--- config.mk ---
export PLATFORM = sky130hd
export DESIGN_NAME = tickless_idle_sleep_timer_core_flat
export DESIGN_NICKNAME = d
export VERILOG_FILES = /design/src/sv/tis_pkg.sv /design/src/sv/tis_req_if.sv /design/src/sv/tis_rsp_if.sv /design/src/sv/tis_csr_if.sv /design/src/sv/tis_mul.sv /design/src/sv/tis_div.sv /design/src/sv/tickless_idle_sleep_timer_core.sv /design/src/flat_wrapper.sv
export SDC_FILE = /design/constraint.sdc
export NUM_CORES = 1
export LEC_CHECK = 0
export BUFFER_PORTS_ARGS = -buffer_cell sky130_fd_sc_hd__buf_2
export CAP_MARGIN = 0
export CORE_UTILIZATION = 66
export DETAILED_ROUTE_END_ITERATION = 6
export GPL_TIMING_DRIVEN = 0
export PLACE_DENSITY_LB_ADDON = 0.1
export SYNTH_ARGS = -nofsm -noshare
export SYNTH_HDL_FRONTEND = slang
export SYNTH_HIERARCHICAL = 1
export SYNTH_SLANG_ARGS = --single-unit
export TNS_END_PERCENT = 100
--- constraint.sdc ---
create_clock -name clock -period 9.8 [get_ports clock]
set_clock_uncertainty 0.1 [all_clocks]
set_input_delay 1.96 -clock clock [delete_from_list [all_inputs] [get_ports clock]]
set_output_delay 1.96 -clock clock [all_outputs]
set_load 0.05 [all_outputs]
--- src/sv/tis_pkg.sv ---
// Shared constants, codes and types of the tickless idle sleep timer.
`timescale 1ns / 1ps
package tis_pkg;

   // Counter and field widths
   localparam int COUNTER_BITS   = 24;
   localparam int TICKS_BITS     = 32;
   localparam int MIN_BITS       = 16;
   localparam int CSR_INDEX_BITS = 8;
   localparam int MUL_CNT_BITS   = $clog2(TICKS_BITS);
   localparam int DIV_CNT_BITS   = $clog2(COUNTER_BITS);

   typedef logic [COUNTER_BITS-1:0]   cnt_type;
   typedef logic [TICKS_BITS-1:0]     ticks_type;
   typedef logic [MIN_BITS-1:0]       min_type;
   typedef logic [CSR_INDEX_BITS-1:0] csr_index_type;

   localparam cnt_type CNT_MAX        = {COUNTER_BITS{1'b1}};
   localparam cnt_type PERIOD_RESET   = cnt_type'(72000);
   localparam min_type MIN_IDLE_RESET = min_type'(2);

   // Register indexes
   localparam csr_index_type CSR_TICK_PERIOD = csr_index_type'(0);
   localparam csr_index_type CSR_MIN_IDLE    = csr_index_type'(1);

   // Item operation codes
   localparam logic OP_ENTER = 1'b0;
   localparam logic OP_EXIT  = 1'b1;

   // Serial multiplier command and status
   typedef struct packed {
      logic      start;
      ticks_type multiplier;
      cnt_type   multiplicand;
      cnt_type   addend;
   } mul_cmd_type;

   typedef struct packed {
      logic    done;
      cnt_type total;
   } mul_res_type;

   // Serial divider command and status
   typedef struct packed {
      logic    start;
      cnt_type dividend;
      cnt_type divisor;
   } div_cmd_type;

   typedef struct packed {
      logic    done;
      cnt_type quotient;
   } div_res_type;

   // One result item
   typedef struct packed {
      logic    armed;
      cnt_type oneshot_load;
      cnt_type ticks_slept;
      cnt_type restore_reload;
      logic    restart_periodic;
   } result_type;

endpackage

--- src/sv/tis_req_if.sv ---
// Input item channel of the tickless idle sleep timer.
`timescale 1ns / 1ps
interface tis_req_if
   import tis_pkg::*;
();
   logic      valid;
   logic      ready;
   logic      op;
   ticks_type idle_ticks;
   cnt_type   count_value;
   cnt_type   current_reload;

   modport source (output valid, op, idle_ticks, count_value, current_reload,
                   input ready);
   modport sink   (input valid, op, idle_ticks, count_value, current_reload,
                   output ready);
endinterface

--- src/sv/tis_rsp_if.sv ---
// Result item channel of the tickless idle sleep timer.
`timescale 1ns / 1ps
interface tis_rsp_if
   import tis_pkg::*;
();
   logic    valid;
   logic    ready;
   logic    armed;
   cnt_type oneshot_load;
   cnt_type ticks_slept;
   cnt_type restore_reload;
   logic    restart_periodic;

   modport source (output valid, armed, oneshot_load, ticks_slept, restore_reload,
                   restart_periodic, input ready);
   modport sink   (input valid, armed, oneshot_load, ticks_slept, restore_reload,
                   restart_periodic, output ready);
endinterface

--- src/sv/tis_csr_if.sv ---
// Register write channel of the tickless idle sleep timer.
`timescale 1ns / 1ps
interface tis_csr_if
   import tis_pkg::*;
();
   logic          valid;
   logic          ready;
   csr_index_type index;
   cnt_type       data;

   modport source (output valid, index, data, input ready);
   modport sink   (input valid, index, data, output ready);
endinterface

--- src/sv/tis_mul.sv ---
// Bit-serial saturating multiply-add: total = addend + multiplier * multiplicand.
`timescale 1ns / 1ps
module tis_mul
   import tis_pkg::*;
(
   input  logic        clock,
   input  logic        reset,
   input  mul_cmd_type cmd,
   output mul_res_type res
);

   localparam logic [MUL_CNT_BITS-1:0] LAST_STEP = MUL_CNT_BITS'(TICKS_BITS - 1);

   logic                    busy_ff;
   logic                    done_ff;
   logic [MUL_CNT_BITS-1:0] step_ff;
   cnt_type                 acc_ff, acc_in;
   logic                    sat_ff, sat_in;
   ticks_type               mplier_ff;
   cnt_type                 mcand_ff;
   cnt_type                 addend_ff;
   logic [COUNTER_BITS+1:0] step_sum;
   logic [COUNTER_BITS:0]   final_sum;

   // Double the accumulator and add the multiplicand on a set multiplier bit
   always_comb begin
      step_sum = {1'b0, acc_ff, 1'b0}
               + ((COUNTER_BITS+2)'(mcand_ff) & {(COUNTER_BITS+2){mplier_ff[TICKS_BITS-1]}});
      acc_in   = step_sum[COUNTER_BITS-1:0];
      sat_in   = sat_ff | (step_sum[COUNTER_BITS+1:COUNTER_BITS] != 2'b00);
   end

   // Sequence the steps, MSB of the multiplier first
   always_ff @(posedge clock) begin
      if (reset) begin
         busy_ff <= 1'b0;
         done_ff <= 1'b0;
         step_ff <= '0;
      end else begin
         done_ff <= busy_ff && (step_ff == LAST_STEP);
         if (cmd.start) begin
            busy_ff <= 1'b1;
            step_ff <= '0;
         end else if (busy_ff) begin
            step_ff <= step_ff + 1'b1;
            if (step_ff == LAST_STEP) begin
               busy_ff <= 1'b0;
            end
         end
      end
   end

   // Hold operands and the running product
   always_ff @(posedge clock) begin
      if (cmd.start) begin
         acc_ff    <= '0;
         sat_ff    <= 1'b0;
         mplier_ff <= cmd.multiplier;
         mcand_ff  <= cmd.multiplicand;
         addend_ff <= cmd.addend;
      end else if (busy_ff) begin
         acc_ff    <= acc_in;
         sat_ff    <= sat_in;
         mplier_ff <= {mplier_ff[TICKS_BITS-2:0], 1'b0};
      end
   end

   // Add the remaining count and clamp to the counter range
   assign final_sum = {1'b0, acc_ff} + {1'b0, addend_ff};
   assign res.done  = done_ff;
   assign res.total = (sat_ff || final_sum[COUNTER_BITS]) ? CNT_MAX
                                                          : final_sum[COUNTER_BITS-1:0];

endmodule

--- src/sv/tis_div.sv ---
// Restoring bit-serial divider, one quotient bit per cycle.
`timescale 1ns / 1ps
module tis_div
   import tis_pkg::*;
(
   input  logic        clock,
   input  logic        reset,
   input  div_cmd_type cmd,
   output div_res_type res
);

   localparam logic [DIV_CNT_BITS-1:0] LAST_STEP = DIV_CNT_BITS'(COUNTER_BITS - 1);

   logic                    busy_ff;
   logic                    done_ff;
   logic [DIV_CNT_BITS-1:0] step_ff;
   cnt_type                 rem_ff, rem_in;
   cnt_type                 quot_ff;
   cnt_type                 divisor_ff;
   logic                    qbit;
   logic [COUNTER_BITS:0]   trial;
   logic [COUNTER_BITS:0]   diff;

   // Shift in the next dividend bit and try a subtract
   always_comb begin
      trial  = {rem_ff, quot_ff[COUNTER_BITS-1]};
      diff   = trial - {1'b0, divisor_ff};
      qbit   = (trial >= {1'b0, divisor_ff});
      rem_in = qbit ? diff[COUNTER_BITS-1:0] : trial[COUNTER_BITS-1:0];
   end

   // Sequence the steps
   always_ff @(posedge clock) begin
      if (reset) begin
         busy_ff <= 1'b0;
         done_ff <= 1'b0;
         step_ff <= '0;
      end else begin
         done_ff <= busy_ff && (step_ff == LAST_STEP);
         if (cmd.start) begin
            busy_ff <= 1'b1;
            step_ff <= '0;
         end else if (busy_ff) begin
            step_ff <= step_ff + 1'b1;
            if (step_ff == LAST_STEP) begin
               busy_ff <= 1'b0;
            end
         end
      end
   end

   // Dividend shifts out as quotient bits shift in
   always_ff @(posedge clock) begin
      if (cmd.start) begin
         rem_ff     <= '0;
         quot_ff    <= cmd.dividend;
         divisor_ff <= cmd.divisor;
      end else if (busy_ff) begin
         rem_ff  <= rem_in;
         quot_ff <= {quot_ff[COUNTER_BITS-2:0], qbit};
      end
   end

   assign res.done     = done_ff;
   assign res.quotient = quot_ff;

endmodule

--- src/sv/tickless_idle_sleep_timer_core.sv ---
// Top level of the tickless idle sleep timer: control, state and result register.
`timescale 1ns / 1ps
// One item in flight at a time. An enter item that arms runs the bit-serial
// multiply-add over the 32 bits of the tick count before it loads the result
// register; an exit item that ends an active sleep runs the 24-step serial
// divider first; an enter below the minimum and an exit while not sleeping use
// neither unit. Each result then waits until the result register is free, that
// is until the previous result is taken. The block is ready for the next item in
// the cycle after the result is placed in the output register, even while that
// result still waits to be taken. Register writes are taken at any time (ready is
// always high) and are meant for idle periods only. The tick period register
// reads a value of zero as one when dividing.
module tickless_idle_sleep_timer_core
   import tis_pkg::*;
(
   input  logic      clock,
   input  logic      reset,
   tis_req_if.sink   req_ch,
   tis_rsp_if.source rsp_ch,
   tis_csr_if.sink   csr_ch
);

   typedef enum logic [3:0] {
      S_IDLE = 4'b0001,
      S_MUL  = 4'b0010,
      S_DIV  = 4'b0100,
      S_WAIT = 4'b1000
   } state_type;

   state_type   state_ff, state_in;
   cnt_type     period_ff;
   min_type     min_idle_ff;
   logic        sleep_active_ff, sleep_active_in;
   cnt_type     prog_load_ff, prog_load_in;
   cnt_type     saved_reload_ff, saved_reload_in;
   cnt_type     hold_reload_ff, hold_reload_in;
   result_type  pend_ff, pend_in;
   result_type  out_ff, out_in;
   logic        out_valid_ff, out_valid_in;
   mul_cmd_type mul_cmd;
   mul_res_type mul_res;
   div_cmd_type div_cmd;
   div_res_type div_res;
   logic        req_acc;
   logic        enough_ticks;
   logic [COUNTER_BITS:0] slept_total;
   cnt_type     mul_total;

   assign req_acc      = req_ch.valid && req_ch.ready;
   assign enough_ticks = (req_ch.idle_ticks >= ticks_type'(min_idle_ff));
   assign slept_total  = {1'b0, prog_load_ff} + 1'b1;
   assign mul_total    = (mul_res.total == '0) ? cnt_type'(1) : mul_res.total;

   // Operands for the serial units
   always_comb begin
      mul_cmd.start        = 1'b0;
      mul_cmd.multiplier   = (req_ch.idle_ticks > ticks_type'(1))
                           ? ticks_type'(req_ch.idle_ticks - ticks_type'(1)) : '0;
      mul_cmd.multiplicand = period_ff;
      mul_cmd.addend       = req_ch.count_value;
      div_cmd.start        = 1'b0;
      div_cmd.dividend     = ({1'b0, req_ch.count_value} > slept_total) ? '0
                           : cnt_type'(slept_total - {1'b0, req_ch.count_value});
      div_cmd.divisor      = (period_ff == '0) ? cnt_type'(1) : period_ff;
      if (req_acc && (state_ff == S_IDLE)) begin
         mul_cmd.start = (req_ch.op == OP_ENTER) && enough_ticks;
         div_cmd.start = (req_ch.op == OP_EXIT) && sleep_active_ff;
      end
   end

   // Sequence each item and place its result
   always_comb begin
      state_in        = state_ff;
      sleep_active_in = sleep_active_ff;
      prog_load_in    = prog_load_ff;
      saved_reload_in = saved_reload_ff;
      hold_reload_in  = hold_reload_ff;
      pend_in         = pend_ff;
      out_in          = out_ff;
      out_valid_in    = out_valid_ff && !rsp_ch.ready;
      unique case (state_ff)
         S_IDLE: begin
            if (req_acc) begin
               pend_in  = '0;
               state_in = S_WAIT;
               if (req_ch.op == OP_ENTER) begin
                  if (enough_ticks) begin
                     hold_reload_in = req_ch.current_reload;
                     state_in       = S_MUL;
                  end
               end else if (sleep_active_ff) begin
                  sleep_active_in = 1'b0;
                  state_in        = S_DIV;
               end
            end
         end
         S_MUL: begin
            if (mul_res.done) begin
               prog_load_in         = mul_total - 1'b1;
               saved_reload_in      = hold_reload_ff;
               sleep_active_in      = 1'b1;
               pend_in.armed        = 1'b1;
               pend_in.oneshot_load = mul_total - 1'b1;
               state_in             = S_WAIT;
            end
         end
         S_DIV: begin
            if (div_res.done) begin
               pend_in.ticks_slept      = (div_res.quotient == '0) ? cnt_type'(1)
                                                                   : div_res.quotient;
               pend_in.restore_reload   = saved_reload_ff;
               pend_in.restart_periodic = 1'b1;
               state_in                 = S_WAIT;
            end
         end
         S_WAIT: begin
            if (!out_valid_ff || rsp_ch.ready) begin
               out_in       = pend_ff;
               out_valid_in = 1'b1;
               state_in     = S_IDLE;
            end
         end
         default: begin
            state_in = S_IDLE;
         end
      endcase
   end

   // Control state and sleep state
   always_ff @(posedge clock) begin
      if (reset) begin
         state_ff        <= S_IDLE;
         out_valid_ff    <= 1'b0;
         sleep_active_ff <= 1'b0;
         prog_load_ff    <= '0;
         saved_reload_ff <= '0;
      end else begin
         state_ff        <= state_in;
         out_valid_ff    <= out_valid_in;
         sleep_active_ff <= sleep_active_in;
         prog_load_ff    <= prog_load_in;
         saved_reload_ff <= saved_reload_in;
      end
   end

   // Payload registers
   always_ff @(posedge clock) begin
      hold_reload_ff <= hold_reload_in;
      pend_ff        <= pend_in;
      out_ff         <= out_in;
   end

   // Configuration registers
   always_ff @(posedge clock) begin
      if (reset) begin
         period_ff   <= PERIOD_RESET;
         min_idle_ff <= MIN_IDLE_RESET;
      end else if (csr_ch.valid && csr_ch.ready) begin
         unique case (csr_ch.index)
            CSR_TICK_PERIOD: period_ff   <= csr_ch.data;
            CSR_MIN_IDLE:    min_idle_ff <= csr_ch.data[MIN_BITS-1:0];
            default: ;
         endcase
      end
   end

   tis_mul u_mul (
      .clock (clock),
      .reset (reset),
      .cmd   (mul_cmd),
      .res   (mul_res)
   );

   tis_div u_div (
      .clock (clock),
      .reset (reset),
      .cmd   (div_cmd),
      .res   (div_res)
   );

   // Drive the channels
   assign req_ch.ready            = (state_ff == S_IDLE);
   assign csr_ch.ready            = 1'b1;
   assign rsp_ch.valid            = out_valid_ff;
   assign rsp_ch.armed            = out_ff.armed;
   assign rsp_ch.oneshot_load     = out_ff.oneshot_load;
   assign rsp_ch.ticks_slept      = out_ff.ticks_slept;
   assign rsp_ch.restore_reload   = out_ff.restore_reload;
   assign rsp_ch.restart_periodic = out_ff.restart_periodic;

   // An armed result waiting to be placed means sleep has begun
   a_armed_sleeping: assert property (@(posedge clock) disable iff (reset)
      (state_ff == S_WAIT) && pend_ff.armed |-> sleep_active_ff)
      else $error("armed result pending while not sleeping");

   // A restart result waiting to be placed means sleep has ended
   a_restart_awake: assert property (@(posedge clock) disable iff (reset)
      (state_ff == S_WAIT) && pend_ff.restart_periodic |-> !sleep_active_ff)
      else $error("restart result pending while still sleeping");

   // A restart always reports at least one elapsed tick and never arms
   a_restart_ticks: assert property (@(posedge clock) disable iff (reset)
      out_valid_ff && out_ff.restart_periodic |-> (out_ff.ticks_slept != '0)
                                                 && !out_ff.armed)
      else $error("restart result with zero ticks or armed");

endmodule

--- src/flat_wrapper.sv ---
// flat-port wrapper written by rule: the top's interface ports become plain ports
module tickless_idle_sleep_timer_core_flat import tis_pkg::*;
  (clock, reset, req_ch_valid, req_ch_op, req_ch_idle_ticks, req_ch_count_value, req_ch_current_reload, req_ch_ready, rsp_ch_valid, rsp_ch_armed, rsp_ch_oneshot_load, rsp_ch_ticks_slept, rsp_ch_restore_reload, rsp_ch_restart_periodic, rsp_ch_ready, csr_ch_valid, csr_ch_index, csr_ch_data, csr_ch_ready);
  tis_req_if req_ch_i ();
  tis_rsp_if rsp_ch_i ();
  tis_csr_if csr_ch_i ();
  input  logic clock;
  input  logic reset;
  input wire logic [$bits(req_ch_i.valid)-1:0] req_ch_valid;
  input wire logic [$bits(req_ch_i.op)-1:0] req_ch_op;
  input wire logic [$bits(req_ch_i.idle_ticks)-1:0] req_ch_idle_ticks;
  input wire logic [$bits(req_ch_i.count_value)-1:0] req_ch_count_value;
  input wire logic [$bits(req_ch_i.current_reload)-1:0] req_ch_current_reload;
  output wire logic [$bits(req_ch_i.ready)-1:0] req_ch_ready;
  output wire logic [$bits(rsp_ch_i.valid)-1:0] rsp_ch_valid;
  output wire logic [$bits(rsp_ch_i.armed)-1:0] rsp_ch_armed;
  output wire logic [$bits(rsp_ch_i.oneshot_load)-1:0] rsp_ch_oneshot_load;
  output wire logic [$bits(rsp_ch_i.ticks_slept)-1:0] rsp_ch_ticks_slept;
  output wire logic [$bits(rsp_ch_i.restore_reload)-1:0] rsp_ch_restore_reload;
  output wire logic [$bits(rsp_ch_i.restart_periodic)-1:0] rsp_ch_restart_periodic;
  input wire logic [$bits(rsp_ch_i.ready)-1:0] rsp_ch_ready;
  input wire logic [$bits(csr_ch_i.valid)-1:0] csr_ch_valid;
  input wire logic [$bits(csr_ch_i.index)-1:0] csr_ch_index;
  input wire logic [$bits(csr_ch_i.data)-1:0] csr_ch_data;
  output wire logic [$bits(csr_ch_i.ready)-1:0] csr_ch_ready;
  assign req_ch_i.valid = req_ch_valid;
  assign req_ch_i.op = req_ch_op;
  assign req_ch_i.idle_ticks = req_ch_idle_ticks;
  assign req_ch_i.count_value = req_ch_count_value;
  assign req_ch_i.current_reload = req_ch_current_reload;
  assign req_ch_ready = req_ch_i.ready;
  assign rsp_ch_valid = rsp_ch_i.valid;
  assign rsp_ch_armed = rsp_ch_i.armed;
  assign rsp_ch_oneshot_load = rsp_ch_i.oneshot_load;
  assign rsp_ch_ticks_slept = rsp_ch_i.ticks_slept;
  assign rsp_ch_restore_reload = rsp_ch_i.restore_reload;
  assign rsp_ch_restart_periodic = rsp_ch_i.restart_periodic;
  assign rsp_ch_i.ready = rsp_ch_ready;
  assign csr_ch_i.valid = csr_ch_valid;
  assign csr_ch_i.index = csr_ch_index;
  assign csr_ch_i.data = csr_ch_data;
  assign csr_ch_ready = csr_ch_i.ready;
  tickless_idle_sleep_timer_core u_core (.clock(clock), .reset(reset), .req_ch(req_ch_i), .rsp_ch(rsp_ch_i), .csr_ch(csr_ch_i));
endmodule
== Word-level counts from Yosys, hierarchy flattened ==
Cells that the tools add are included.
Word-level totals
  output and inout port bits: 77
  logic and storage cells: 128
  bits in registers: 457
  input port bits: 118
Cells by class
  $add $sub $neg: 9
  order comparisons: 4
  bitwise gates (word level): 3
  equal/unequal tests: 12
  mux-type cells: 37
  reduce and logical (&&, ||, !) cells: 31
Operators with widths (count)
  24-bit two-way mux: 7
  49-bit case mux with 2 select lines: 1
  32-bit two-way mux: 3
  74-bit two-way mux: 1
  24-bit logical NOT: 3
  25-bit case mux with 2 select lines: 1
  49-bit two-way mux: 1
  24-bit subtractor: 2
  32-bit by 16-bit >= comparator with 1-bit output: 1
  32-bit by 1-bit > comparator with 1-bit output (second input constant): 1
  32-bit by 1-bit subtractor with 32-bit output (second input constant): 1
  4-bit two-way mux: 7
  25-bit by 26-bit adder with 26-bit output: 1
  24-bit by 26-bit AND with 26-bit output: 1
  24-bit by 1-bit adder with 25-bit output (second input constant): 1
  24-bit by 24-bit adder with 25-bit output: 1
  25-bit by 24-bit >= comparator with 1-bit output: 1
  24-bit by 25-bit > comparator with 1-bit output: 1
  25-bit two-way mux: 1
  24-bit by 1-bit subtractor with 24-bit output (second input constant): 1
  4-bit case mux with 4 select lines: 1
  1-bit two-way mux: 13
  4-bit AND reduction: 3
  5-bit by 1-bit adder with 5-bit output (second input constant): 2
  19 further kinds: 40

== Logic depth before layout (Yosys ltp) ==
Gate-level depths: netlist (run 1).
  depth in word-level cells: 8
  gate-level depth with buffers: 21

== Modules after synthesis ==
The synthesis (run 1) kept the hierarchy.
By module, submodules not included
  tickless_idle_sleep_timer_core: area an instance 13142.6 um^2, cells each 1307, instances 1
  tis_mul: area an instance 6492.5 um^2, cells each 609, instances 1
  tis_div: area an instance 4800.9 um^2, cells each 480, instances 1

== Worst setup path after synthesis (run 1) ==
No wires, ideal clock.
  kind: input to register
  start: input req_ch_idle_ticks[19]
  end: register u_core.u_mul.mplier_ff[0] (enable)
  library setup time: 0.479 ns
  setup slack: 3.571 ns
  cell stages on the path: 9
  data arrival time: 5.650 ns
  cell sequence: or4_4 > or3_1 > buf_2 > or4_4 > o31ai_1 > inv_1 > clkbuf_1 > inv_1 > nand2_1
RTL lines
  start, declared: line flat_wrapper.sv:11  | input wire logic [$bits(req_ch_i.idle_ticks)-1:0] req_ch_idle_ticks;
  end signal, assigned: line tis_mul.sv:58  | mplier_ff <= cmd.multiplier;
  end signal, assigned: line tis_mul.sv:64  | mplier_ff <= {mplier_ff[TICKS_BITS-2:0], 1'b0};
  end, declared: line tis_mul.sv:19  | ticks_type mplier_ff;

==> results of run 1 <==
==> cell type report <==
type                            instances  area (um2)
Sequential cell                       457       12200
Buffer                                119         507
Clock buffer                           63        1300
Inverter                              120         453
Timing Repair Buffer                  197        1040
Multi-Input combinational cell       1700       11300
Fill cell                            2542        8900
Clock inverter                         22         248
Tap cell                              468         586
==> synthesized netlist by cell type, drive strengths merged (7+ instances only) <==
master   instances
a2111oi         10
a211o            7
a211oi          42
a21o            41
a21oi          157
a311oi          14
a31oi           30
and2            86
and3            24
and4             8
buf             23
clkbuf          96
dfxtp          157
edfxtp         300
ha             141
inv            119
mux2            55
mux2i           34
nand2          229
nand2b          16
nand3           48
nand4           19
nor2           227
nor2b           22
nor3            52
nor3b            9
nor4            37
nor4b            7
o211ai          16
o21a            24
o21ai           79
o21bai          10
o31ai           10
or2             14
or3             25
or4             11
xnor2           82
xor2            54
==> through the flow <==
step,total power [mW],instances,cell area (um2)
4_1_cts,5.77,3146,27600
5_1_grt,6.02,3146,27600
3_5_place_dp,3.98,3061,26100
3_3_place_gp,3.94,3057,26000
2_1_floorplan,3.52,2396,24400
6_report,5.78,3146,27600
==> worst max-delay path: cells and delay by family, from the launching register on <==
kind / cells / cell delay (ns)
AOI/OAI and AO/OA: 6 / 1.26
adders and majority gates: 3 / 0.97
and+or+nand+nor: 10 / 2.77
xor gates and xnor gates: 1 / 0.26
DFF: 1 / 0.41
buffers and inverters: 1 / 0.25
==> logic make-up (layout without fill, tap and decap cells) <==
logic type      after synthesis  after routing  share of synthesized area
flops                       457            457                      0.497
simple gates                844            844                      0.169
compound gates              485            485                      0.131
buf+inv                     239            521                     0.0392
fa+ha+maj                   145            145                     0.0755
mux                          89             89                     0.0393
xor+xnor                    136            136                     0.0487
other cells                   1              1                   0.000153
==> worst max path at each step <==
stage / cells after the start / endpoint / slack [ns] / from
finish: 21 / u_core/pend_ff[71]$_SDFFCE_PN0P_ / 3.50 / u_core/u_mul/addend_ff[0]$_DFFE_PP_
CTS: 21 / u_core/pend_ff[67]$_SDFFCE_PN0P_ / 3.66 / u_core/u_mul/addend_ff[0]$_DFFE_PP_
global route: 21 / u_core/pend_ff[71]$_SDFFCE_PN0P_ / 3.13 / u_core/u_mul/addend_ff[0]$_DFFE_PP_
detailed placement: 10 / u_core/u_mul/mplier_ff[10]$_DFFE_PP_ / 3.23 / req_ch_idle_ticks[19]
floorplan: 9 / u_core/u_mul/mplier_ff[0]$_SDFFCE_PN0P_ / 3.57 / req_ch_idle_ticks[19]
global placement: 3 / u_core/rsp_ch.ticks_slept[0]$_DFFE_PP_ / 2.38 / rsp_ch_ready
==> metal layers <==
layer,global-route usage,vias to the layer above,part of all wire
met5,0,-,0
met4,0.136,0,0.037
met3,0.0604,153,0.073
met2,0.552,793,0.48
met1,0.430,9294,0.41
li1,-,9114,-
==> report_power, final <==
part / internal (mW) / leakage [nW] / total, mW / switching (mW)
Sequential: 2.24 / 4.09 / 2.34 / 0.0984
Combinational: 0.590 / 5.84 / 1.66 / 1.07
Clock: 1.02 / 0.749 / 1.78 / 0.765
==> sequential cells by signal (all words and copies together), names as in the netlist, 24 cells and up <==
signal                        cells
u_core/hold_reload_ff            24
u_core/u_mul/mcand_ff            24
u_core/u_mul/mplier_ff           32
u_core/u_div/rem_ff              24
u_core/rsp_ch.oneshot_load       24
u_core/u_div/quot_ff             24
u_core/u_div/divisor_ff          24
u_core/rsp_ch.ticks_slept        24
u_core/u_mul/addend_ff           24
u_core/rsp_ch.restore_reload     24
u_core/pend_ff                   74
u_core/saved_reload_ff           24
u_core/u_mul/acc_ff              24
u_core/period_ff                 24
u_core/prog_load_ff              24
==> impl_metrics.env, run 1 <==
export IMPL_wl_per_cell_um=20.0
export IMPL_root_buffer="clkbuf_16"
export IMPL_async_flop_share=0
export IMPL_worstPathCellList="ha_1 > fa_1 > a21oi_1 > o211ai_1 > nand4_1 > a21boi_1 > o31ai_2 > a21oi_1 > nor2_1 > buf_2 > nand2_1 > or4_1 > nor4_1 > and2_1 > a41oi_1 > ha_1 > nand4b_1 > nor3_1 > nand3b_1 > xor2_1 > nor2_1"
export IMPL_cts_buffer_depth=3
export IMPL_min_from="u_core/pend_ff[7]$_SDFFCE_PN0P_"
export IMPL_grt_pass1_wl_um=98300
export IMPL_top_level_ports=195
export IMPL_path_max_fanout=10
export IMPL_slew_viol_final=0
export IMPL_gr_usage_all_layers=0.332
export IMPL_first_pass_iters=7
export IMPL_slew_headroom=0.108
export IMPL_die_x_um=194
export IMPL_routed_via_count=19400
export IMPL_max_freq_mhz=159
export IMPL_r2r_end="u_core/pend_ff[71]$_SDFFCE_PN0P_"
export IMPL_routed_wl_um=62900
export IMPL_overflow=0
export IMPL_gp_congestion=0.958
export IMPL_synth_area_um2=24400
export IMPL_cts_num_sinks=457
export IMPL_status="finished, final reports clean"
export IMPL_peakVddDrop_uv=175
export IMPL_synth_area_per_cell_um2=10.2
export IMPL_clk_pin_slew_ns=0.06
export IMPL_yosysWarnings=6
export IMPL_mostFrequentLayoutCell="edfxtp_1"
export IMPL_hold_slack_ns=0.318
export IMPL_fin_tns_setup_ns=0
export IMPL_ff2ff_setup_slack_ns=3.50
export IMPL_ys_seq_elements=457
export IMPL_diodes=0
export IMPL_period_needed_ns=6.30
export IMPL_die_h_um=194
export IMPL_dp_hpwl_um=46700
export IMPL_synthDistinctLibCells=90
export IMPL_fin_util=0.756
export IMPL_arrival_ns=6.52
export IMPL_holdBufCountCts=0
export IMPL_rr_worst_depth=21
export IMPL_antenna_found_initial=0
export IMPL_max_stage_delay_ns=0.70
export IMPL_synth_edff_count=300
export IMPL_seq_area_frac_synth=0.497
export IMPL_worstHoldPathCells=0
export IMPL_core_area_um2=36500
export IMPL_rsz0062_at_grt="no"
export IMPL_drc=0
export IMPL_synth_area_leaders="edfxtp_1, dfxtp_1, ha_1, nand2_1, nor2_1"
export IMPL_grt_pass1_vias=18500
export IMPL_drt_vias_per_instance=6.15
export IMPL_drive_gt1_frac=0.143
export IMPL_start_util=0.669
export IMPL_worstSetupEndpointType="flop"
export IMPL_cp_required_ns=10.02
export IMPL_post_cts_buffers=0
export IMPL_synth_ff_type="edfxtp_1"
export IMPL_critPathLaunchType="flop"
export IMPL_synthCells=2396
export IMPL_insertion_delay_ns=0.59
export IMPL_port_buffers=193
export IMPL_first_iter_violations=1548
export IMPL_r2r_start="u_core/u_mul/addend_ff[0]$_DFFE_PP_"
export IMPL_tightest_slew_ns=1.33
export IMPL_hold_class="flop to flop"
export IMPL_hold_viol_final=0
export IMPL_crit_type="flop to flop"
export IMPL_htreeDepth=2
export IMPL_p_per_area_nw_per_um2=209
export IMPL_synth_top_area_share=0.369
export IMPL_setup_violations_final=0
export IMPL_syn_nets=2659
export IMPL_rows=70
export IMPL_slowest_stage="nor4_1"
export IMPL_cts_tree="yes"
export IMPL_grt_start_max_net_pins=74
export IMPL_preCtsSetupSlack_ns=3.23
export IMPL_area_growth_pct=13.0
export IMPL_drtAntennaViolNets=0
export IMPL_final_cell_mix="edfxtp_1, nand2_1, nor2_1"
export IMPL_final_setup_worst_slack_ns=3.50
export IMPL_die_area_um2=37800
export IMPL_hold_path_endpoint="u_core/rsp_ch.restore_reload[6]$_DFFE_PP_"
export IMPL_leakagePower_nw=10.7
export IMPL_synth_top_cell_by_area="edfxtp_1"
export IMPL_period_share=0.643
export IMPL_post_cts_resized=0
export IMPL_nNetsFinal=2904
export IMPL_cts_buffers=46
export IMPL_cap_violations=0
Note: power is estimated with default switching activity, not from simulation.
==> run 2, diff against run 1 <==
--- a/config.mk
+++ b/config.mk
@@ -7,7 +7,7 @@
 export LEC_CHECK = 0
 export BUFFER_PORTS_ARGS = -buffer_cell sky130_fd_sc_hd__buf_2
 export CAP_MARGIN = 0
-export CORE_UTILIZATION = 66
+export CORE_UTILIZATION = 61
 export DETAILED_ROUTE_END_ITERATION = 6
 export GPL_TIMING_DRIVEN = 0
 export PLACE_DENSITY_LB_ADDON = 0.1
==> constraint.sdc (replaced) <==
create_clock -name clock -period 6.2 [get_ports clock]
set_clock_uncertainty 0.1 [all_clocks]
set_input_delay 1.24 -clock clock [delete_from_list [all_inputs] [get_ports clock]]
set_output_delay 1.24 -clock clock [all_outputs]
set_load 0.05 [all_outputs]
==> run 2 against run 1 <==
  * Die area rose by 8.1%
  * First-iteration DRC count fell by 12%
  * Utilization fell by 4.6 points
  * Clock-buffer cell count fell by 3
  * Critical endpoint unchanged
  * Clock power rose by 60%
  * Flip-flop and latch count did not move
==> impl_metrics.env, run 2 (same netlist as run 1, synthesis figures left out) <==
export IMPL_status="finished, final reports clean"
export IMPL_start_util=0.625
export IMPL_busiest_layer="met2"
export IMPL_gp_congestion=0.945
export IMPL_routed_wl_um=63200
export IMPL_dp_hpwl_um=47300
export IMPL_first_iter_violations=1363
export IMPL_top_register="u_core/pend_ff"
export IMPL_p_int_mw=6.09
export IMPL_postPlaceCellArea_um2=26200
export IMPL_slew_viol_final=0
export IMPL_drtAntennaViolNets=0
export IMPL_rsz0062_at_grt="no"
export IMPL_nNetsFinal=2908
export IMPL_hold_viol_final=0
export IMPL_rows=72
export IMPL_routed_via_count=19000
export IMPL_use_met1=0.404
export IMPL_htreeDepth=2
export IMPL_max_freq_mhz=168
export IMPL_die_h_um=202
export IMPL_slew_headroom=0.113
export IMPL_multi_input_area_um2=11400
export IMPL_final_cell_mix="edfxtp_1, nand2_1, nor2_1"
export IMPL_first_pass_iters=5
export IMPL_gr_usage_all_layers=0.307
export IMPL_power_mw=9.18
export IMPL_cts_buffers=47
export IMPL_worstSetupEndpointType="flop"
export IMPL_grt_pass1_vias=18500
export IMPL_mostFrequentLayoutCell="edfxtp_1"
export IMPL_cts_buffer_depth=3
export IMPL_leakagePower_nw=10.7
export IMPL_tightest_slew_ns=1.33
export IMPL_seq_area_um2=12200
export IMPL_top_level_ports=195
export IMPL_design_area_um2=27800
export IMPL_grt_start_max_net_pins=40
export IMPL_insertion_delay_ns=0.59
export IMPL_critPathLaunchType="flop"
export IMPL_root_buffer="clkbuf_16"
export IMPL_cap_violations=0
export IMPL_grt_pass1_wl_um=98900
export IMPL_core_area_um2=39100
export IMPL_hold_slack_ns=0.319
export IMPL_clk_pin_slew_ns=0.06
export IMPL_seq_power_share=0.402
export IMPL_p_per_area_nw_per_um2=331
export IMPL_min_from="u_core/pend_ff[43]$_SDFFCE_PP0P_"
export IMPL_r2r_start="u_core/u_mul/addend_ff[0]$_DFFE_PP_"
export IMPL_port_buffers=193
export IMPL_drive_gt1_frac=0.146
export IMPL_switching_power_mw=3.09
export IMPL_antenna_found_initial=1
export IMPL_wl_per_cell_um=19.7
export IMPL_overflow=0
export IMPL_cts_num_sinks=457
export IMPL_die_x_um=202
export IMPL_use_met2=0.522
export IMPL_peakVddDrop_uv=259
export IMPL_arrival_ns=6.17
export IMPL_clkPwrFrac=0.310
export IMPL_path_max_fanout=10
export IMPL_largest_reg_flops=74
export IMPL_fill_cells=2947
export IMPL_hold_class="flop to flop"
export IMPL_cp_required_ns=6.42
export IMPL_fin_tns_setup_ns=0
export IMPL_crit_type="flop to flop"
export IMPL_reg_top3="u_core/pend_ff (74), u_core/u_mul/mplier_ff (32)"
export IMPL_drt_vias_per_instance=5.94
export IMPL_swShare=0.336
export IMPL_cts_tree="yes"
export IMPL_p_comb_frac=0.288
export IMPL_drc=0
export IMPL_setup_violations_final=0
export IMPL_met3_usage=0.0487
export IMPL_period_share=0.960
export IMPL_area_growth_pct=13.6
export IMPL_die_area_um2=40900
export IMPL_setup_worst_path_start="u_core/u_mul/addend_ff[0]$_DFFE_PP_"
export IMPL_period_needed_ns=5.95
run 2: worst paths after layout:
path,to,slack [ns],cells past startpoint
max,u_core/pend_ff[71]$_SDFFCE_PN0P_,0.25,21
min,u_core/rsp_ch.ticks_slept[18]$_DFFE_PP_,0.32,0
max reg2reg,u_core/pend_ff[71]$_SDFFCE_PN0P_,0.25,21
min reg2reg,u_core/rsp_ch.ticks_slept[18]$_DFFE_PP_,0.32,0
run 2: per-stage QoR:
stage / utilization / instances / setup WS, ns
floorplan: - / 2396 / 0.0689
CTS: 0.709 / 3200 / 0.177
global route: 0.710 / 3202 / 0.0261
detailed placement: 0.669 / 3112 / 0.0391
finish: 0.710 / 3203 / 0.251
global placement: 0.666 / 3107 / -0.726
run 2: power by group through the flow:
stage          Combinational [mW]  Sequential (mW)  Clock, mW
2_1_floorplan                1.80             3.77          0
3_3_place_gp                 2.48             3.76          0
3_5_place_dp                 2.53             3.75          0
6_report                     2.64             3.69       2.84
5_1_grt                      2.86             3.71       3.00
4_1_cts                      2.56             3.69       2.89
run 2: what timing repair did:
action	4_1_cts	5_1_grt
gates resized for setup	1	2
hold buffers	0	0
endpoints found under the setup margin	1	11
pin swaps	0	1
setup buffers	0	2
run 2: worst max-delay path, stage by stage (launching register included):
cell      delay [ns]
edfxtp_1        0.43
ha_1            0.25
fa_1            0.41
a21oi_1         0.23
o211ai_1        0.20
nand4_1         0.16
a21boi_1        0.14
o31ai_2         0.34
a21oi_1         0.18
nor2_1          0.23
buf_2           0.24
nand2_1         0.15
or4_1           0.64
nor4_4          0.37
and2_1          0.25
a41oi_2         0.19
ha_1            0.28
nand4b_1        0.24
nor3_1          0.14
nand3b_1        0.12
xor2_1          0.30
nor2_1          0.07
run 2: final cells by class:
type,count,area share
clock buffers,60,0.0459
diodes,1,0.0000902
multi-input cells,1700,0.409
repair buffers,200,0.0388
flip-flops and latches,457,0.438
well taps,518,0.0234
inverters,120,0.0163
plain buffers,119,0.0183
clock inverters,28,0.0100
run 2: metal layers:
| layer | part of all wire | up-vias |
|---|---|---|
| li1 | - | 9136 |
| met1 | 0.43 | 9140 |
| met2 | 0.48 | 632 |
| met3 | 0.061 | 106 |
| met4 | 0.025 | 2 |
| met5 | 0.00016 | - |
==> run 3, diff against run 2 <==
--- a/config.mk
+++ b/config.mk
@@ -5,6 +5,7 @@
 export SDC_FILE = /design/constraint.sdc
 export NUM_CORES = 1
 export LEC_CHECK = 0
+export ABC_AREA = 1
 export BUFFER_PORTS_ARGS = -buffer_cell sky130_fd_sc_hd__buf_2
 export CAP_MARGIN = 0
 export CORE_UTILIZATION = 61
==> run 3 against run 2 <==
  * Synthesized area increased by 9.1%
  * Final cell count rose by 33%
  * Critical path depth up 6
  * Global-route usage up 2.8 points
  * Synthesized cell count increased by 42%
  * Combinational power grew 8.0%
  * Utilization down 1.0 points
  * Sequential power barely moved
  * Setup slack gained 1.2 ns
  * Non-clock buffer count is 22 lower
  * Via count rose by 25%
  * Sequential share of layout area fell by 3.4 points
  * Largest power group unchanged
==> impl_metrics.env, run 3 <==
export IMPL_wl_per_cell_um=17.5
export IMPL_switching_power_mw=3.37
export IMPL_power_mw=9.47
export IMPL_drt_vias_per_instance=5.55
export IMPL_period_share=0.767
export IMPL_slew_headroom=0.131
export IMPL_crit_type="flop to flop"
export IMPL_synth_ff_type="edfxtp_1"
export IMPL_min_from="u_core/pend_ff[48]$_SDFFCE_PP0P_"
export IMPL_drive_gt1_frac=0.110
export IMPL_r2r_start="u_core/u_mul/addend_ff[0]$_DFFE_PP_"
export IMPL_overflow=0
export IMPL_root_buffer="clkbuf_16"
export IMPL_syn_nets=3661
export IMPL_clkPwrFrac=0.307
export IMPL_rsz0062_at_grt="no"
export IMPL_critical_path_buf_inv_count=3
export IMPL_timing_critical_path_mode_cell="nand2_2"
export IMPL_setup_worst_path_start="u_core/u_mul/addend_ff[0]$_DFFE_PP_"
export IMPL_synthDistinctLibCells=55
export IMPL_crit_family="simple AND/OR/NAND/NOR gates"
export IMPL_p_int_mw=6.10
export IMPL_synth_top_cell_by_area="edfxtp_1"
export IMPL_core_area_um2=43100
export IMPL_dp_hpwl_um=57900
export IMPL_fill_cells=3498
export IMPL_drtAntennaViolNets=0
export IMPL_peakVddDrop_uv=347
export IMPL_grt_pass1_vias=22100
export IMPL_cts_num_sinks=457
export IMPL_hold_slack_ns=0.318
export IMPL_synth_area_per_cell_um2=7.85
export IMPL_post_cts_resized=0
export IMPL_grt_pass1_wl_um=117000
export IMPL_gr_usage_all_layers=0.335
export IMPL_swShare=0.356
export IMPL_tightest_slew_ns=1.30
export IMPL_first_iter_violations=2210
export IMPL_max_stage_delay_ns=0.44
export IMPL_synth_area_leaders="edfxtp_1, nand2_1, dfxtp_1, inv_1, ha_1"
export IMPL_design_area_um2=30100
export IMPL_arrival_ns=5.09
export IMPL_cap_violations=0
export IMPL_final_cell_mix="nand2_1, inv_1, nor2_1"
export IMPL_insertion_delay_ns=0.60
export IMPL_mostFrequentLayoutCell="nand2_1"
export IMPL_synthCells=3398
export IMPL_routed_via_count=23700
export IMPL_slew_viol_final=0
export IMPL_critPathLaunchType="flop"
export IMPL_p_per_area_nw_per_um2=314
export IMPL_fin_util=0.699
export IMPL_async_flop_share=0
export IMPL_p_comb_frac=0.300
export IMPL_reg_top3="u_core/pend_ff (74), u_core/u_mul/mplier_ff (32)"
export IMPL_max_freq_mhz=210
export IMPL_top_level_ports=195
export IMPL_top_register="u_core/pend_ff"
export IMPL_port_buffers=192
export IMPL_cts_tree="yes"
export IMPL_status="finished, final reports clean"
export IMPL_seq_area_frac_synth=0.456
export IMPL_rows=76
export IMPL_start_util=0.619
export IMPL_grt_start_max_net_pins=51
export IMPL_htreeDepth=2
export IMPL_nNetsFinal=3909
export IMPL_yosysMostFrequentCell="nand2_1"
export IMPL_largest_reg_flops=74
export IMPL_worstSetupEndpointType="flop"
export IMPL_holdBufCountCts=0
export IMPL_first_pass_iters=6
export IMPL_cts_buffer_depth=3
export IMPL_leakagePower_nw=14.0
export IMPL_yosysWarnings=6
export IMPL_hold_viol_final=0
export IMPL_yosys_top_cells_count="nand2_1, inv_1, nor2_1"
export IMPL_synth_area_um2=26700
export IMPL_die_area_um2=44600
export IMPL_preCtsSetupSlack_ns=1.18
export IMPL_synth_edff_count=300
export IMPL_routed_wl_um=74900
export IMPL_drc=0
export IMPL_path_max_fanout=10
export IMPL_gp_congestion=1.02
export IMPL_antenna_found_initial=1
export IMPL_period_needed_ns=4.76
export IMPL_clk_pin_slew_ns=0.06
export IMPL_hold_class="flop to flop"
export IMPL_cts_buffers=48
export IMPL_slowest_stage="fa_1"
export IMPL_die_x_um=211
export IMPL_ys_seq_elements=457
export IMPL_area_growth_pct=13.0
export IMPL_synth_top_area_share=0.338
export IMPL_seq_power_share=0.393
export IMPL_final_setup_worst_slack_ns=1.44
export IMPL_postPlaceCellArea_um2=28500
export IMPL_post_cts_buffers=0
export IMPL_die_h_um=211
export IMPL_cp_required_ns=6.53
export IMPL_setup_violations_final=0
run 3: cell types whose count changed in the layout (fill, tap and decap cells not counted), sizes merged, moves of 40 or more:
| cell | previous run | this run |
|---|---|---|
| a211oi | 42 | 2 |
| xnor2 | 82 | 26 |
| nand4 | 19 | 86 |
| nor2 | 227 | 353 |
| o21ai | 79 | 146 |
| inv | 127 | 587 |
| nand3 | 48 | 188 |
| and2 | 86 | 3 |
| mux2 | 55 | 0 |
| a21oi | 157 | 225 |
| nand2 | 229 | 896 |
run 3: per-layer routing:
layer / routed length (um) / vias to the layer above / track usage
met2: 33600 / 1026 / 0.531
li1: - / 11500 / -
met3: 6590 / 112 / 0.0596
met4: 1640 / 0 / 0.0895
met5: 0 / - / 0
met1: 33100 / 11100 / 0.474
run 3: final timing paths:
check                                            end  slack, ns  cells after the start
max                 u_core/pend_ff[63]$_SDFFCE_PN0P_       1.44                     27
min          u_core/rsp_ch.ticks_slept[23]$_DFFE_PP_       0.32                      0
max reg2reg         u_core/pend_ff[63]$_SDFFCE_PN0P_       1.44                     27
min reg2reg  u_core/rsp_ch.ticks_slept[23]$_DFFE_PP_       0.32                      0
run 3: stage by stage:
stage	TNS, ns	std cells
floorplan	0	3398
global placement	-116.72	4175
detailed placement	0	4181
CTS	0	4270
global route	0	4270
finish	0	4271
run 3: power groups by stage:
stage	clock [mW]	combinational (mW)	sequential, mW
3_3_place_gp	0	2.67	3.79
3_5_place_dp	0	2.74	3.78
6_report	2.91	2.85	3.72
5_1_grt	3.07	3.13	3.74
2_1_floorplan	0	1.91	3.81
4_1_cts	2.95	2.77	3.72
run 3: final cells by class:
class | count | area [um2] | share of cell area
antenna | 1 | 2.50 | 0.0000831
buffer | 99 | 448 | 0.0149
clock buffer | 62 | 1310 | 0.0433
clock inverter | 27 | 304 | 0.0101
inverter | 585 | 2200 | 0.0730
multi-input combinational | 2257 | 11900 | 0.395
sequential | 457 | 12200 | 0.403
tap | 585 | 732 | 0.0243
timing repair buffer | 198 | 1090 | 0.0362
run 3: logic make-up (layout without fill, tap and decap cells):
group,count (synthesis),count (layout),share of synthesized area
compound gates,415,415,0.0868
xor+xnor,75,75,0.0246
fa+ha+maj,145,145,0.0692
buf+inv,684,971,0.0991
flops,457,457,0.456
other cells,1,2,0.000141
simple gates,1621,1621,0.264
